==> src/p2ur_pkg.sv <==
// ----------------------------------------------------------------------------
// p2ur_pkg: shared constants and fixed-point helpers
// Register codes, default widths and the saturating arithmetic used by the
// stages of the pixel-to-ray pipeline.
// ----------------------------------------------------------------------------
package p2ur_pkg;

    localparam int COORD_WIDTH_DEF  = 32;
    localparam int NEWTON_STEPS_DEF = 5;
    localparam int WIDE             = 128;
    localparam int CFG_IDX_W        = 3;
    localparam int CFG_DATA_W       = 64;
    localparam int PIX_W            = 16;
    localparam int PIX_FRAC         = 4;
    localparam int GAIN_W           = 32;
    localparam int REG_W            = 32;
    localparam int REG_FRAC         = 28;
    localparam int RAY_W            = 32;

    typedef logic signed [WIDE-1:0] t_wide;

    typedef enum logic [CFG_IDX_W-1:0] {
        CFG_GAIN_COL,
        CFG_OFFSET_COL,
        CFG_GAIN_ROW,
        CFG_OFFSET_ROW,
        CFG_COEF_SQUARE,
        CFG_COEF_CUBE,
        CFG_COEF_QUARTIC,
        CFG_LENS_SHIFT
    } t_cfg_idx;

    function automatic t_wide pow2(input int n);
        t_wide one;
        one = t_wide'(1);
        return one <<< n;
    endfunction

    // Clamp to the signed range of a w-bit word.
    function automatic t_wide sat_to(input t_wide v, input int w);
        t_wide hi;
        t_wide lo;
        hi = pow2(w - 1) - t_wide'(1);
        lo = -pow2(w - 1);
        if (v > hi) return hi;
        if (v < lo) return lo;
        return v;
    endfunction

    // Round a product magnitude to nearest (ties away from zero), apply the
    // sign and saturate to a w-bit word.
    function automatic t_wide qmul_fin(input logic neg, input t_wide m, input int frac,
                                       input int w);
        t_wide t;
        t_wide lim;
        t_wide v;
        t   = (m + pow2(frac - 1)) >>> frac;
        lim = neg ? pow2(w - 1) : pow2(w - 1) - t_wide'(1);
        v   = (t > lim) ? lim : t;
        return neg ? -v : v;
    endfunction

    // Q4.28 register value to Q4.frac.
    function automatic t_wide from_q28(input logic [REG_W-1:0] x, input int frac);
        t_wide v;
        v = t_wide'($signed(x));
        if (frac >= REG_FRAC) return v <<< (frac - REG_FRAC);
        return v >>> (REG_FRAC - frac);
    endfunction

    // Q4.frac to Q4.28, round half up, saturated to 32 bits.
    function automatic t_wide to_q28(input t_wide x, input int frac);
        t_wide v;
        if (frac > REG_FRAC) v = (x + pow2(frac - REG_FRAC - 1)) >>> (frac - REG_FRAC);
        else v = x <<< (REG_FRAC - frac);
        return sat_to(v, RAY_W);
    endfunction

endpackage

==> src/p2ur_mul_cell.sv <==
// ----------------------------------------------------------------------------
// p2ur_mul_cell: registered magnitude multiplier cell
// Multiplies the magnitudes of signed operand pairs and carries the side data.
// ----------------------------------------------------------------------------
module p2ur_mul_cell import p2ur_pkg::*; #(
    parameter int W     = COORD_WIDTH_DEF,
    parameter int SW    = 1,
    parameter int LANES = 1
) (
    input  logic                i_clk,
    input  logic                i_rst_n,
    input  logic                i_en,
    input  logic                i_vld,
    input  logic [SW-1:0]       i_side,
    input  logic signed [W-1:0] i_a [LANES],
    input  logic signed [W-1:0] i_b [LANES],
    output logic                o_vld,
    output logic [SW-1:0]       o_side,
    output logic [2*W-1:0]      o_mag [LANES]
);

    logic           r_vld;
    logic [SW-1:0]  r_side;
    logic [2*W-1:0] r_mag [LANES];
    logic [2*W-1:0] n_mag [LANES];

    // The magnitude of the most negative value needs all W bits, so it is
    // widened as an unsigned number.
    always_comb begin
        for (int l = 0; l < LANES; l++) begin
            n_mag[l] = (2*W)'($unsigned(i_a[l][W-1] ? W'(-i_a[l]) : W'(i_a[l])))
                     * (2*W)'($unsigned(i_b[l][W-1] ? W'(-i_b[l]) : W'(i_b[l])));
        end
    end

    always_ff @(posedge i_clk) begin
        if (!i_rst_n) begin
            r_vld <= 1'b0;
        end else if (i_en) begin
            r_vld <= i_vld;
        end
        if (i_en) begin
            r_side <= i_side;
            r_mag  <= n_mag;
        end
    end

    assign o_vld  = r_vld;
    assign o_side = r_side;
    assign o_mag  = r_mag;

endmodule

==> config.mk <==
export PLATFORM = sky130hd
export DESIGN_NAME = p2ur_mul_cell
export DESIGN_NICKNAME = d
export VERILOG_FILES = /design/src/p2ur_pkg.sv /design/src/p2ur_mul_cell.sv
export SDC_FILE = /design/constraint.sdc
export NUM_CORES = 2
export LEC_CHECK = 0
export BUFFER_PORTS_ARGS = -buffer_cell sky130_fd_sc_hd__buf_4
export CORE_ASPECT_RATIO = 0.8
export CORE_MARGIN = 10
export CORE_UTILIZATION = 55
export CTS_BUF_LIST = sky130_fd_sc_hd__clkbuf_16
export CTS_CLUSTER_SIZE = 16
export DETAILED_ROUTE_END_ITERATION = 8
export PLACE_DENSITY = 0.72
export SYNTH_ARGS = -nofsm -noshare
export SYNTH_HDL_FRONTEND = slang
export SYNTH_SLANG_ARGS = --single-unit
export TNS_END_PERCENT = 10
==> constraint.sdc <==
create_clock -name i_clk -period 12.9 [get_ports i_clk]
set_input_delay 1.935 -clock i_clk [delete_from_list [all_inputs] [get_ports i_clk]]
set_output_delay 1.935 -clock i_clk [all_outputs]
set_load 0.05 [all_outputs]
==> impl_metrics.ini <==
[yosys]
yosysSeqAreaShare_pct = 5.55
syn_nets = 5187
synthFlopType = edfxtp_1
async_flop_share_pct = 0
netlist_area_um2 = 35500
yosys.area.top_type = fa_1
synth_area_leaders = fa_1 50%, inv_1 9.3%, ha_1 9.3%
synthCells = 3957
synth_top_cell_area_share_pct = 50.5
yosysWarnings = 0
synth_edf_count = 65
syn_area_per_cell_um2 = 8.98
ys_top_cells_by_count = 896 x fa_1, 885 x inv_1, 594 x nor2_1, 521 x nand2_1, 265 x ha_1
synth.distinct_cells = 70
synth_most_common_cell = fa_1
yosys_register_bits = 66

[timing]
min_period_ns = 11.89
fin_crit_sh_pct = 92.2
fmax_mhz = 84.1
skew_ns = 0
setup_viol = 0
slew_headroom_pct = 16.8
drv_slew = 0
worstMarginPinSlew_ns = 1.25
tns_ns = 0
rsz0062_at_grt = no
hold_viol_final = 0

[floorplan]
io_pins = 135
rows = 83
die_area_um2 = 75300
die_x_um = 304
core-area_um2 = 64100
die_y_um = 247
start_util_pct = 55.5

[routing]
drt_iter0_drc = 2691
dr.pass1.iters = 6
drtAntennaViolNets = 0
postRouteWirelength_um = 115000
vias = 28100
via_per_inst = 5.72
drc = 0
wl_per_cell_um = 23.4

[min_path]
hp-start = o_vld
min_path_type = reg2reg

[clocking]
root_buffer = clkbuf_16
post-cts-setup-buffers = 0
cts_tree = done
insertion_delay_ns = 0.32
cts-htree-levels = 3
cts_resized = 0
clk_pin_slew_ns = 0.07
numCtsBuffers = 9
clock-sinks = 66
postCtsHoldBufs = 0
clockBufferDepth = 2

[placement]
place_congestion = 1.01
numPortBuffers = 134
dp_hpwl_um = 98500

[global_route]
grt_util_all_layers_pct = 31.0
globalRouteOverflowTotal = 0
grt_start_max_net_pins = 67
grt_pass1_vias = 29400
grt_pass1_wl_um = 178000
antenna_found_initial = 3

[worst_setup_path]
cp_num_buf_inv = 6
cp_data_arrival_time_ns = 11.98
reg2reg_depth = 2
cp.required_ns = 12.99
start_kind = input port
criticalPathCategory = in2reg
cp-end-kind = flop
critical_path.top_delay_family = adder cells
regToRegStartpoint = o_vld
critical_path.max_stage_delay_ns = 0.81
critPathMostFrequentCell = fa_1
reg2reg_slack_ns = 12.32
startpoint = i_a[4]
cp.depth = 31
crit_fanout = 16
cpMaxStageDelayCell = a2111oi_0
endpoint = o_mag[62]
r2r-end = o_vld

[run_status]
status = completed

[final_layout]
syn_to_final_growth_pct = 8.22
layout-drive-gt1-share_pct = 8.62
fin_nets = 5286

[job]
maxCapViolations = 0
-- placed cells by master (no fill, tap or decap), drive strengths merged, types with 11 or more instances in the layout --
| cell | n |
|---|---|
| or2 | 11 |
| edfxtp | 65 |
| nor2 | 595 |
| inv | 887 |
| and2 | 19 |
| a21oi | 78 |
| ha | 265 |
| o21ai | 65 |
| o21bai | 15 |
| buf | 267 |
| nand4 | 18 |
| xor2 | 77 |
| a21o | 27 |
| fa | 896 |
| nand2 | 521 |
| xnor2 | 96 |
-- how the worst min path moves through the flow --
stage          endpoint  slack (ns)  cells after the start
2_1_floorplan     o_vld        0.74                      2
3_3_place_gp      o_vld        0.50                      2
3_5_place_dp      o_vld        0.51                      2
4_1_cts           o_vld        0.52                      2
5_1_grt           o_vld        0.57                      2
6_report          o_vld        0.52                      2
-- flip-flops by register name (all words and copies together), names as in the netlist --
| name | count |
|---|---|
| o_side | 1 |
| o_mag | 64 |
| o_vld | 1 |
-- metrics by stage --
step	utilization [%]	cell area, um2	hold WS [ns]	worst slack (ns)	instances
floorplan	-	35500	0.743	2.14	3957
global placement	59.5	38100	0.501	0.763	4895
detailed placement	59.5	38100	0.507	0.907	4895
CTS	60.0	38500	0.521	1.18	4911
global route	60.0	38500	0.566	0.621	4912
finish	60.0	38500	0.518	1.01	4914
-- cell type report --
type	count	area, um2
Sequential cell	66	1970
Clock buffer	9	225
Fill cell	5573	25600
Inverter	885	3320
Timing Repair Buffer	267	2000
Tap cell	850	1060
Clock inverter	7	87.6
Multi-Input combinational cell	2827	29800
Antenna cell	3	7.51
-- worst register-to-register path, delay by kind of cell (launching register included) --
family,cells,cell delay (ns)
flip-flops,1,0.31
multiplexers,1,0.11
AND/OR/NAND/NOR,1,0.06
-- metal layers --
metal	GRT usage, %	part of all wire [%]	vias up
met1	40.8	38	14200
met3	11.6	14	286
met2	46.2	43	1781
met5	0	0.0087	-
li1	-	-	11800
met4	12.5	4.8	2
-- cells by family (layout without fill, tap and decap cells) --
logic type	after synthesis	after routing	synth area share (%)
other cells	0	3	0
fa+ha+maj	1161	1161	59.8
buf+inv	1064	1168	11.4
mux	2	2	0.0563
xor+xnor	173	173	4.50
compound gates	258	258	4.69
simple gates	1233	1233	14.0
flops	66	66	5.55
Power is not shown: default switching activity piles up to over one toggle a cycle in this logic, so the estimate is an artifact.
