[src/p2ur_pkg.sv]
// ----------------------------------------------------------------------------
// p2ur_pkg: shared constants and fixed-point helpers
// Register codes, default widths and the saturating arithmetic used by the
// stages of the pixel-to-ray pipeline.
// ----------------------------------------------------------------------------
package p2ur_pkg;

    localparam int COORD_WIDTH_DEF  = 32;
    localparam int NEWTON_STEPS_DEF = 5;
    localparam int WIDE             = 128;
    localparam int CFG_IDX_W        = 3;
    localparam int CFG_DATA_W       = 64;
    localparam int PIX_W            = 16;
    localparam int PIX_FRAC         = 4;
    localparam int GAIN_W           = 32;
    localparam int REG_W            = 32;
    localparam int REG_FRAC         = 28;
    localparam int RAY_W            = 32;

    typedef logic signed [WIDE-1:0] t_wide;

    typedef enum logic [CFG_IDX_W-1:0] {
        CFG_GAIN_COL,
        CFG_OFFSET_COL,
        CFG_GAIN_ROW,
        CFG_OFFSET_ROW,
        CFG_COEF_SQUARE,
        CFG_COEF_CUBE,
        CFG_COEF_QUARTIC,
        CFG_LENS_SHIFT
    } t_cfg_idx;

    function automatic t_wide pow2(input int n);
        t_wide one;
        one = t_wide'(1);
        return one <<< n;
    endfunction

    // Clamp to the signed range of a w-bit word.
    function automatic t_wide sat_to(input t_wide v, input int w);
        t_wide hi;
        t_wide lo;
        hi = pow2(w - 1) - t_wide'(1);
        lo = -pow2(w - 1);
        if (v > hi) return hi;
        if (v < lo) return lo;
        return v;
    endfunction

    // Round a product magnitude to nearest (ties away from zero), apply the
    // sign and saturate to a w-bit word.
    function automatic t_wide qmul_fin(input logic neg, input t_wide m, input int frac,
                                       input int w);
        t_wide t;
        t_wide lim;
        t_wide v;
        t   = (m + pow2(frac - 1)) >>> frac;
        lim = neg ? pow2(w - 1) : pow2(w - 1) - t_wide'(1);
        v   = (t > lim) ? lim : t;
        return neg ? -v : v;
    endfunction

    // Q4.28 register value to Q4.frac.
    function automatic t_wide from_q28(input logic [REG_W-1:0] x, input int frac);
        t_wide v;
        v = t_wide'($signed(x));
        if (frac >= REG_FRAC) return v <<< (frac - REG_FRAC);
        return v >>> (REG_FRAC - frac);
    endfunction

    // Q4.frac to Q4.28, round half up, saturated to 32 bits.
    function automatic t_wide to_q28(input t_wide x, input int frac);
        t_wide v;
        if (frac > REG_FRAC) v = (x + pow2(frac - REG_FRAC - 1)) >>> (frac - REG_FRAC);
        else v = x <<< (REG_FRAC - frac);
        return sat_to(v, RAY_W);
    endfunction

endpackage

[src/p2ur_sqrt_cell.sv]
// ----------------------------------------------------------------------------
// p2ur_sqrt_cell: one root bit of a restoring square root
// Takes two radicand bits, tries the next root bit and hands on the remainder.
// ----------------------------------------------------------------------------
module p2ur_sqrt_cell import p2ur_pkg::*; #(
    parameter int W  = COORD_WIDTH_DEF,
    parameter int SW = 1
) (
    input  logic           i_clk,
    input  logic           i_rst_n,
    input  logic           i_en,
    input  logic           i_vld,
    input  logic [SW-1:0]  i_side,
    input  logic [2*W-1:0] i_s,
    input  logic [W+1:0]   i_rem,
    input  logic [W-1:0]   i_root,
    output logic           o_vld,
    output logic [SW-1:0]  o_side,
    output logic [2*W-1:0] o_s,
    output logic [W+1:0]   o_rem,
    output logic [W-1:0]   o_root
);

    logic           r_vld;
    logic [SW-1:0]  r_side;
    logic [2*W-1:0] r_s;
    logic [W+1:0]   r_rem;
    logic [W-1:0]   r_root;
    logic [W+3:0]   rem_sh;
    logic [W+3:0]   trial;
    logic [W+1:0]   n_rem;
    logic [W-1:0]   n_root;

    always_comb begin
        rem_sh = {i_rem, i_s[2*W-1 -: 2]};
        trial  = {2'b00, i_root, 2'b01};
        if (rem_sh >= trial) begin
            n_rem  = (W+2)'(rem_sh - trial);
            n_root = {i_root[W-2:0], 1'b1};
        end else begin
            n_rem  = (W+2)'(rem_sh);
            n_root = {i_root[W-2:0], 1'b0};
        end
    end

    always_ff @(posedge i_clk) begin
        if (!i_rst_n) begin
            r_vld <= 1'b0;
        end else if (i_en) begin
            r_vld <= i_vld;
        end
        if (i_en) begin
            r_side <= i_side;
            r_s    <= {i_s[2*W-3:0], 2'b00};
            r_rem  <= n_rem;
            r_root <= n_root;
        end
    end

    assign o_vld  = r_vld;
    assign o_side = r_side;
    assign o_s    = r_s;
    assign o_rem  = r_rem;
    assign o_root = r_root;

endmodule

[config.mk]
export PLATFORM = sky130hd
export DESIGN_NAME = p2ur_sqrt_cell
export DESIGN_NICKNAME = d
export VERILOG_FILES = /design/src/p2ur_pkg.sv /design/src/p2ur_sqrt_cell.sv
export SDC_FILE = /design/constraint.sdc
export NUM_CORES = 1
export LEC_CHECK = 0
export BUFFER_PORTS_ARGS = -buffer_cell sky130_fd_sc_hd__buf_4
export CAP_MARGIN = 10
export CORE_MARGIN = 2
export CORE_UTILIZATION = 48
export DETAILED_ROUTE_END_ITERATION = 8
export PLACE_DENSITY_LB_ADDON = 0.25
export SLEW_MARGIN = 20
export SYNTH_ARGS = -nofsm -noshare
export SYNTH_HDL_FRONTEND = slang
export SYNTH_SLANG_ARGS = --single-unit
[constraint.sdc]
create_clock -name i_clk -period 3.5 [get_ports i_clk]
set_input_delay 0.7 -clock i_clk [delete_from_list [all_inputs] [get_ports i_clk]]
set_output_delay 0.7 -clock i_clk [all_outputs]
set_load 0.1 [all_outputs]
==> impl_metrics.toml, run 1 <==
[run_status]
run_status = "finished, final reports clean"

[timing]
setup_viol = 0
max_slew.worst_pin.slew_ns = 0.622
final_critical_path_setup_slack_ns = 0.569
crit_share_post_route = 0.838
finalSetupTns_ns = 0
maxSlewViolCount = 0
slew-limit-headroom = 0.585
grt_setup_unrepaired = "no"
hold_ws_ns = 0.461
fmax_ghz = 0.341
skew_ns = 0
final-hold-violation-count = 0
finalWorstPathRequiredPeriod_ns = 2.93

[global_route]
globalRoute.totalOverflow = 0
gr-usage-all-layers = 0.242
number_of_antenna_violations_at_the_first_check_in_global_routing = 0
grt_start_max_net_pins = 68
grt_pass1_wl_mm = 26.2
first_global_vias = 4874

[cells_and_area]
areaGrowthSynthToFinish_pct = 44.8
final_net_count = 950
final_design_area_no_fill_um2 = 9100
commonest_non_fill_non_tap_cell_in_the_layout = "sky130_fd_sc_hd__buf_4"
drive_gt1_frac = 0.401
final_cell_mix = "sky130_fd_sc_hd__buf_4 (274), sky130_fd_sc_hd__edfxtp_1 (129), sky130_fd_sc_hd__nand2_1 (48)"
layout.area.seq_um2 = 3890
antenna_cells_inserted = 0
utilization = 0.716
num-fill-cells = 915
multi_input_comb_area_um2 = 2170
fin_cells = 966

[cts]
clk_latency_ns = 0.41
clock_sinks = 130
cts_buffer_depth = 2
tritoncts = "yes"
cts_buffers = 17
cts_setup_buffers = 0
cts_hold_buffers = 0
clk_pin_slew_worst_paths_ns = 0.06
cts.repair.resized = 0
clockRootBuffer = "sky130_fd_sc_hd__clkbuf_16"
h_tree_levels = 4

[critical_path]
critPathKind = "input pin to flop"
critPathMaxStageDelay_ns = 0.43
timing.critical_path.cells = "buf_4 -> ha_1 -> and3_1 -> and2_1 -> a221oi_2 -> o211ai_1 -> o2bb2ai_1 -> mux2i_1 -> o221ai_1 -> mux2_1"
worst-path-max-fanout = 6
slowest_stage = "sky130_fd_sc_hd__o211ai_1"
worst_r2r_path_depth = 2
worst_r2r_setup_slack_ns = 2.90
critPathLaunch = "i_rem[8]"
critPathLaunchType = "input pin"
critPathRequiredTime_ns = 3.66
r2r_start = "o_vld"
arrival_ns = 3.10
critical_path.endpoint_type = "flop"
r2r_end = "o_vld"

[synth]
synth_edf_count = 129
synthCells = 498
postSynthAreaPerCell_um2 = 12.6
netlist-cell-type-count = 58
async_flop_share = 0
yosys_warnings = 0
yosysSeqAreaShare = 0.619
postSynthRegisterBits = 130
ys.flop_type = "sky130_fd_sc_hd__edfxtp_1"
post_synth_instance_area_um2 = 6290

[power]
proportion_of_power_drawn_by_flip_flops_and_latches = 0.347
peakVddDrop_uv = 357
power.switching_mw = 2.26
power_leakage_nw = 4.06
internal-power_mw = 3.38
power_total_mw = 5.63
p_per_area_nw_per_um2 = 619
clkPwrFrac = 0.296
p_comb_frac = 0.357
p_sw_frac = 0.400

[floorplanning]
initial_core_util = 0.494
floorplan.die_area_um2 = 14000
die-height_um = 118
ioPinCount = 267
core.rowCount = 41
die_x_um = 118
core_um2 = 12700

[worst_hold_path]
worstHoldPathCells = 1
whs_endpoint = "o_s[63]"
min-delay-path-class = "input pin to flop"
holdCritStartpoint = "i_s[61]"

[run]
drv.max_cap_violation_count = 0

[routing]
vias_per_cell = 5.16
detail_route.wl_per_cell_um = 17.5
vias = 4981
first_pass_iters = 5
drc_errors_left = 0
final_antenna_net_count = 0
route.final.wire_length_mm = 16.9
drt_iter0_markers = 464

[placed_design]
worst_setup_slack_before_clock_tree_synthesis_ns = 0.133
place.detailed.hpwl_mm = 13.0
place_inst = 934
place.gp.congestion = 0.935
placement.cell_area_um2 = 8540
numPortBuffers = 264
worst max-delay path, delay by kind of cell:
family / cells / cell delay, ns
and+or+nand+nor: 2 / 0.47
adders and majority gates: 1 / 0.41
muxes: 2 / 0.51
buffers and inverters: 1 / 0.12
AOI/OAI and AO/OA: 4 / 0.87
power by group through the flow:
stage	sequential, mW	clock [mW]	combinational (mW)
after floorplan	3.11	0	0.374
after global placement	1.98	0	2.00
after detailed placement	1.98	0	2.01
after CTS	1.95	1.71	2.02
after global routing	1.97	1.77	2.09
final	1.95	1.67	2.01
metal layers:
layer	part of all wire	track usage
met2	0.51	0.411
met1	0.40	0.292
met4	0.012	0.0751
met5	0	0
met3	0.087	0.0816
flip-flops by register name, summed over array words and instances (netlist names):
name	flops
o_rem	34
o_vld	1
o_side	1
o_s	62
o_root	32
area by class of cell:
type                            count  area share
Sequential cell                   130       0.428
Multi-Input combinational cell    313       0.238
Timing Repair Buffer              277       0.232
Clock buffer                       18      0.0471
Tap cell                          172      0.0236
Inverter                           42      0.0173
Clock inverter                     14      0.0146
worst max-delay path by stage:
stage                 to  slack, ns  cells after the start
3_3_place_gp   o_rem[26]       0.22                     10
5_1_grt        o_rem[14]       0.31                      9
6_report       o_rem[27]       0.57                     10
2_1_floorplan   o_rem[3]       0.43                     10
3_5_place_dp   o_rem[31]       0.13                     10
4_1_cts        o_rem[31]       0.56                     10
kinds of logic after synthesis:
logic type	count (synthesis)	share of synthesized area
flip-flops	130	0.619
AO/OA/AOI/OAI	129	0.137
AND/OR/NAND/NOR	113	0.0878
buffers and inverters	56	0.0364
adder cells (fa/ha/maj)	34	0.0677
XOR/XNOR	28	0.0390
multiplexers	7	0.0117
other	1	0.000597
Yosys cell counts (4+ instances only):
cell                         n  area [um^2]
sky130_fd_sc_hd__a21o_1     21          158
sky130_fd_sc_hd__a21oi_1    26          130
sky130_fd_sc_hd__a31oi_1     5         31.3
sky130_fd_sc_hd__and2_1      6         37.5
sky130_fd_sc_hd__and3_1      9         56.3
sky130_fd_sc_hd__buf_2       6         30.0
sky130_fd_sc_hd__clkbuf_1    5         18.8
sky130_fd_sc_hd__edfxtp_1  129         3870
sky130_fd_sc_hd__ha_1       34          425
sky130_fd_sc_hd__inv_1      41          154
sky130_fd_sc_hd__mux2i_1     4         40.0
sky130_fd_sc_hd__nand2_1    48          180
sky130_fd_sc_hd__nand2b_1    6         37.5
sky130_fd_sc_hd__nand3_1     4         20.0
sky130_fd_sc_hd__nand4_1     7         43.8
sky130_fd_sc_hd__nor2_1     14         52.6
sky130_fd_sc_hd__nor3_1      8         40.0
sky130_fd_sc_hd__o21ai_0    12         60.1
sky130_fd_sc_hd__o21ai_1    31          155
sky130_fd_sc_hd__xnor2_1    12          105
sky130_fd_sc_hd__xor2_1     16          140
No activity file was read; power rests on OpenSTA's default activity.
==> run 2, diff against run 1 <==
==> constraint.sdc (replaced) <==
create_clock -name i_clk -period 2.85 [get_ports i_clk]
set_input_delay 0.57 -clock i_clk [delete_from_list [all_inputs] [get_ports i_clk]]
set_output_delay 0.57 -clock i_clk [all_outputs]
set_load 0.1 [all_outputs]
==> run 2 against run 1 <==
  * Critical path type unchanged
  * Sequential cell count did not move
  * Clock skew unchanged
  * Sequential share of layout area shrank 2.2 points
  * Largest power group unchanged
  * Die area unchanged
  * Via count rose by 7.2%
  * Clock power rose by 31%
  * Non-clock buffer count rose by 55
==> impl_metrics.toml, run 2 (synthesis results as in run 1) <==
[run_status]
run_status = "finished, final reports clean"

[global_route]
globalRouteMet1Util = 0.283
first_global_vias = 5297
grt_start_max_net_pins = 83
grtUsageMet2 = 0.444
globalRoute.totalOverflow = 0
globalRouteMet3Util = 0.0936
global_route.peak_usage_layer = "met2"
grt_pass1_wl_mm = 27.5
gr-usage-all-layers = 0.255
number_of_antenna_violations_at_the_first_check_in_global_routing = 0

[floorplanning]
initial_core_util = 0.494
core.rowCount = 41
core_um2 = 12700
die-height_um = 118
die_x_um = 118
floorplan.die_area_um2 = 14000
ioPinCount = 267

[timing]
finalSetupTns_ns = 0
maxSlewViolCount = 0
grt_setup_unrepaired = "no"
final-hold-violation-count = 0
final_critical_path_setup_slack_ns = 0.181
crit_share_post_route = 0.937
skew_ns = 0
fmax_ghz = 0.375
finalWorstPathRequiredPeriod_ns = 2.67
slew-limit-headroom = 0.571
setup_viol = 0
max_slew.worst_pin.slew_ns = 0.643

[power]
peakVddDrop_uv = 351
power.switching_mw = 2.78
p_sw_frac = 0.388
proportion_of_power_drawn_by_flip_flops_and_latches = 0.334
p_comb_frac = 0.361
clkPwrFrac = 0.305
p_per_area_nw_per_um2 = 748
internal-power_mw = 4.40
power_leakage_nw = 4.36
power_total_mw = 7.18

[cells_and_area]
final_cell_mix = "sky130_fd_sc_hd__buf_4 (328), sky130_fd_sc_hd__edfxtp_1 (129), sky130_fd_sc_hd__nand2_1 (48)"
utilization = 0.754
multi_input_comb_area_um2 = 2200
areaGrowthSynthToFinish_pct = 52.6
commonest_non_fill_non_tap_cell_in_the_layout = "sky130_fd_sc_hd__buf_4"
largest_register_ffs = 62
fin_cells = 1021
drive_gt1_frac = 0.441
antenna_cells_inserted = 0
final_net_count = 1005
num-fill-cells = 859
layout.area.seq_um2 = 3890

[worst_hold_path]
min-delay-path-class = "input pin to flop"

[routing]
vias_per_cell = 5.23
final_antenna_net_count = 0
route.final.wire_length_mm = 17.7
vias = 5340
drc_errors_left = 0
detail_route.wl_per_cell_um = 17.4
drt_iter0_markers = 404
first_pass_iters = 5

[critical_path]
worst-path-max-fanout = 5
arrival_ns = 2.84
cp.buffers_inverters = 1
critPathLaunchType = "input pin"
critPathMaxStageDelay_ns = 0.37
slowest_stage = "sky130_fd_sc_hd__ha_1"
critPathRequiredTime_ns = 3.02
cpLargestDelayFamily = "compound AO/OA/AOI/OAI gates"
timing.critical_path.cells = "buf_4 -> ha_1 -> a21o_1 -> a31o_1 -> a221oi_2 -> o211ai_1 -> o2bb2ai_1 -> mux2i_1 -> o221ai_1 -> mux2_1"
critPathKind = "input pin to flop"
critical_path.endpoint_type = "flop"

[placed_design]
numPortBuffers = 264
place.gp.congestion = 0.950
place_inst = 989
place.detailed.hpwl_mm = 13.4
worst_setup_slack_before_clock_tree_synthesis_ns = -0.244

[cts]
cts.repair.resized = 0
clock_sinks = 130
clk_latency_ns = 0.42
tritoncts = "yes"
h_tree_levels = 4
clockRootBuffer = "sky130_fd_sc_hd__clkbuf_16"
clk_pin_slew_worst_paths_ns = 0.06
cts_hold_buffers = 0
cts_buffer_depth = 2
cts_buffers = 17
cts_setup_buffers = 0

[run]
drv.max_cap_violation_count = 0
==> run 2: changes by cell type in the layout (fill, tap and decap cells not counted), moves of 2 or more <==
cell                         before  now
sky130_fd_sc_hd__ha_4             0    2
sky130_fd_sc_hd__buf_4          274  328
sky130_fd_sc_hd__clkinvlp_4       5    2
sky130_fd_sc_hd__ha_1            34   32
sky130_fd_sc_hd__bufinv_16        1    3
==> run 2: worst register-to-register path: stages, from the launching register on <==
cell and delay (ns):
sky130_fd_sc_hd__dfxtp_1 0.31, sky130_fd_sc_hd__mux2i_1 0.12, sky130_fd_sc_hd__nor2b_1 0.06
==> run 2: final timing paths <==
path / start / to / slack [ns] / depth (start not counted)
hold reg to reg: o_vld / o_vld / 0.53 / 2
setup reg to reg: o_vld / o_vld / 2.25 / 2
hold / removal: i_s[17] / o_s[19] / 0.32 / 1
setup / recovery: i_rem[9] / o_rem[27] / 0.18 / 10
==> run 2: power groups by stage <==
| stage | sequential, mW | combinational (mW) | clock, mW |
|---|---|---|---|
| after CTS | 2.40 | 2.59 | 2.22 |
| after floorplan | 3.82 | 0.466 | 0 |
| final | 2.40 | 2.59 | 2.19 |
| after detailed placement | 2.43 | 2.58 | 0 |
| after global routing | 2.42 | 2.69 | 2.30 |
| after global placement | 2.43 | 2.55 | 0 |
==> run 2: final cells by class <==
| cell class | count | share of cell area |
|---|---|---|
| multi-input combinational | 313 | 0.229 |
| sequential | 130 | 0.406 |
| inverter | 42 | 0.0164 |
| timing repair buffer | 332 | 0.264 |
| clock buffer | 19 | 0.0451 |
| clock inverter | 13 | 0.0166 |
| tap | 172 | 0.0224 |
==> run 2: layer usage <==
| metal | up-vias | routed length (um) |
|---|---|---|
| met3 | 33 | 1570 |
| li1 | 2532 | - |
| met4 | 0 | 452 |
| met2 | 253 | 9050 |
| met1 | 2522 | 6650 |
| met5 | - | 0 |
==> run 2: stage by stage <==
stage                     hold WS, ns  cell area, um^2
after floorplan                 0.669             6330
after global placement          0.503             9000
after detailed placement        0.516             9000
after CTS                       0.306             9590
after global routing            0.302             9590
final                           0.323             9590
==> run 3, diff against run 2 <==
--- a/config.mk
+++ b/config.mk
@@ -8,8 +8,9 @@
 export BUFFER_PORTS_ARGS = -buffer_cell sky130_fd_sc_hd__buf_4
 export CAP_MARGIN = 10
 export CORE_MARGIN = 2
-export CORE_UTILIZATION = 48
+export CORE_UTILIZATION = 44
 export DETAILED_ROUTE_END_ITERATION = 8
+export MAX_ROUTING_LAYER = met4
 export PLACE_DENSITY_LB_ADDON = 0.25
 export SLEW_MARGIN = 20
 export SYNTH_ARGS = -nofsm -noshare
==> constraint.sdc (replaced) <==
create_clock -name i_clk -period 2.3 [get_ports i_clk]
set_input_delay 0.46 -clock i_clk [delete_from_list [all_inputs] [get_ports i_clk]]
set_output_delay 0.46 -clock i_clk [all_outputs]
set_load 0.1 [all_outputs]
==> run 3 against run 2 <==
  * The run now ends with negative setup slack left
  * Non-clock buffer count is 45 higher
  * Clock power grew 22%
  * Worst setup slack worse by 0.26 ns
  * Via count is 3.6% higher
==> impl_metrics.toml, run 3 (synthesis results as in run 1) <==
[run_status]
run_status = "finished with violations"
failing_checks = "negative setup slack"

[cts]
clockRootBuffer = "sky130_fd_sc_hd__clkbuf_16"
clock_sinks = 130
clk_pin_slew_worst_paths_ns = 0.06
h_tree_levels = 4
cts_buffer_depth = 2
cts_buffers = 17
clk_latency_ns = 0.41
tritoncts = "yes"

[routing]
final_antenna_net_count = 0
drt_iter0_markers = 358
detail_route.wl_per_cell_um = 18.5
route.final.wire_length_mm = 19.9
first_pass_iters = 4
vias = 5530
drc_errors_left = 0
vias_per_cell = 5.15

[power]
peakVddDrop_uv = 475
power_leakage_nw = 4.69
p_per_area_nw_per_um2 = 863

[timing]
final-hold-violation-count = 0
fmax_ghz = 0.420
finalWorstPathRequiredPeriod_ns = 2.38
hold_ws_ns = 0.216
setup_viol = 12
crit_share_post_route = 1.04
max_slew.worst_pin.slew_ns = 0.544
final_critical_path_setup_slack_ns = -0.0833
slew-limit-headroom = 0.638
maxSlewViolCount = 0
skew_ns = 0
grt_setup_unrepaired = "yes"

[critical_path]
worst_r2r_setup_slack_ns = 1.66
critical_path.endpoint_type = "flop"
critPathLaunchType = "input pin"
arrival_ns = 2.55
critPathKind = "input pin to flop"
critPathRequiredTime_ns = 2.47
worst-path-max-fanout = 5

[floorplanning]
initial_core_util = 0.451
die_x_um = 124
die-height_um = 124
ioPinCount = 267
floorplan.die_area_um2 = 15300
core_um2 = 13900
core.rowCount = 43

[cells_and_area]
final_net_count = 1050
largest_register_ffs = 62
final_cell_mix = "sky130_fd_sc_hd__buf_4 (354), sky130_fd_sc_hd__edfxtp_1 (129), sky130_fd_sc_hd__nand2_1 (44)"
areaGrowthSynthToFinish_pct = 69.1
final_design_area_no_fill_um2 = 10600
drive_gt1_frac = 0.563
antenna_cells_inserted = 0
num-fill-cells = 917
commonest_non_fill_non_tap_cell_in_the_layout = "sky130_fd_sc_hd__buf_4"

[global_route]
number_of_antenna_violations_at_the_first_check_in_global_routing = 0
globalRoute.totalOverflow = 0
first_global_vias = 5551
grt_start_max_net_pins = 54
gr-usage-all-layers = 0.261
grt_pass1_wl_mm = 29.0

[run]
drv.max_cap_violation_count = 0

[placed_design]
placement.cell_area_um2 = 9520
place.gp.congestion = 0.959
place.detailed.hpwl_mm = 14.6
numPortBuffers = 264

[worst_hold_path]
min-delay-path-class = "input pin to flop"
==> run 3: changes by cell type in the layout (fill, tap and decap cells not counted), sizes merged <==
cell      previous run  this run
buf                332       377
inv                 44        46
bufinv               3         2
clkbuf              19        18
clkinv               6         5
clkinvlp             2         3
==> run 3: layout make-up <==
type / instances / area (um^2) / area share
inverter: 42 / 188 / 0.0177
tap: 180 / 225 / 0.0212
multi-input combinational: 313 / 2710 / 0.255
sequential: 130 / 3890 / 0.366
clock inverter: 14 / 155 / 0.0146
timing repair buffer: 377 / 3020 / 0.285
clock buffer: 18 / 429 / 0.0404
==> run 3: path summary, 6_finish.rpt <==
kind / depth (start not counted) / end / startpoint
max: 12 / o_rem[32] / i_root[27]
min: 1 / o_s[4] / i_s[2]
max reg2reg: 2 / o_vld / o_vld
min reg2reg: 2 / o_vld / o_vld
==> run 3: power breakdown <==
group | internal [mW] | switching (mW)
clock network | 1.61 | 1.07
logic | 1.05 | 2.47
registers | 2.90 | 0.0757
==> run 3: timing repair <==
item                                    CTS  global route
setup buffers                            13             5
hold buffers                              0             0
endpoints found under the setup margin   33            35
pin swaps                                29            39
gates resized for setup                  54            35
gates cloned                              3             0
==> run 3: through the flow <==
step / cells / TNS, ns / total power [mW] / util / worst slack, ns
after floorplan: 499 / -3.38 / 5.40 / - / -0.329
after global placement: 1024 / -15.36 / 6.31 / 0.683 / -0.530
after detailed placement: 1024 / -19.55 / 6.35 / 0.683 / -0.627
after CTS: 1072 / -0.338 / 9.16 / 0.752 / -0.0736
after global routing: 1074 / -2.12 / 9.47 / 0.763 / -0.148
final: 1074 / -0.310 / 9.18 / 0.763 / -0.0833
==> run 3: worst max-delay path, stage by stage <==
cell,delay [ns]
sky130_fd_sc_hd__buf_8,0.10
sky130_fd_sc_hd__inv_4,0.04
sky130_fd_sc_hd__ha_4,0.19
sky130_fd_sc_hd__a21o_1,0.19
sky130_fd_sc_hd__a21o_1,0.19
sky130_fd_sc_hd__a21o_1,0.17
sky130_fd_sc_hd__a311o_1,0.28
sky130_fd_sc_hd__a211oi_2,0.20
sky130_fd_sc_hd__o21a_2,0.25
sky130_fd_sc_hd__buf_12,0.15
sky130_fd_sc_hd__inv_8,0.04
sky130_fd_sc_hd__mux2_4,0.28
==> run 3: routing by layer <==
metal	vias to the layer above	track usage	share of wire
met3	33	0.0807	0.082
met1	2644	0.282	0.38
met2	233	0.449	0.51
li1	2620	-	-
met5	-	-	0
met4	0	0.0980	0.023
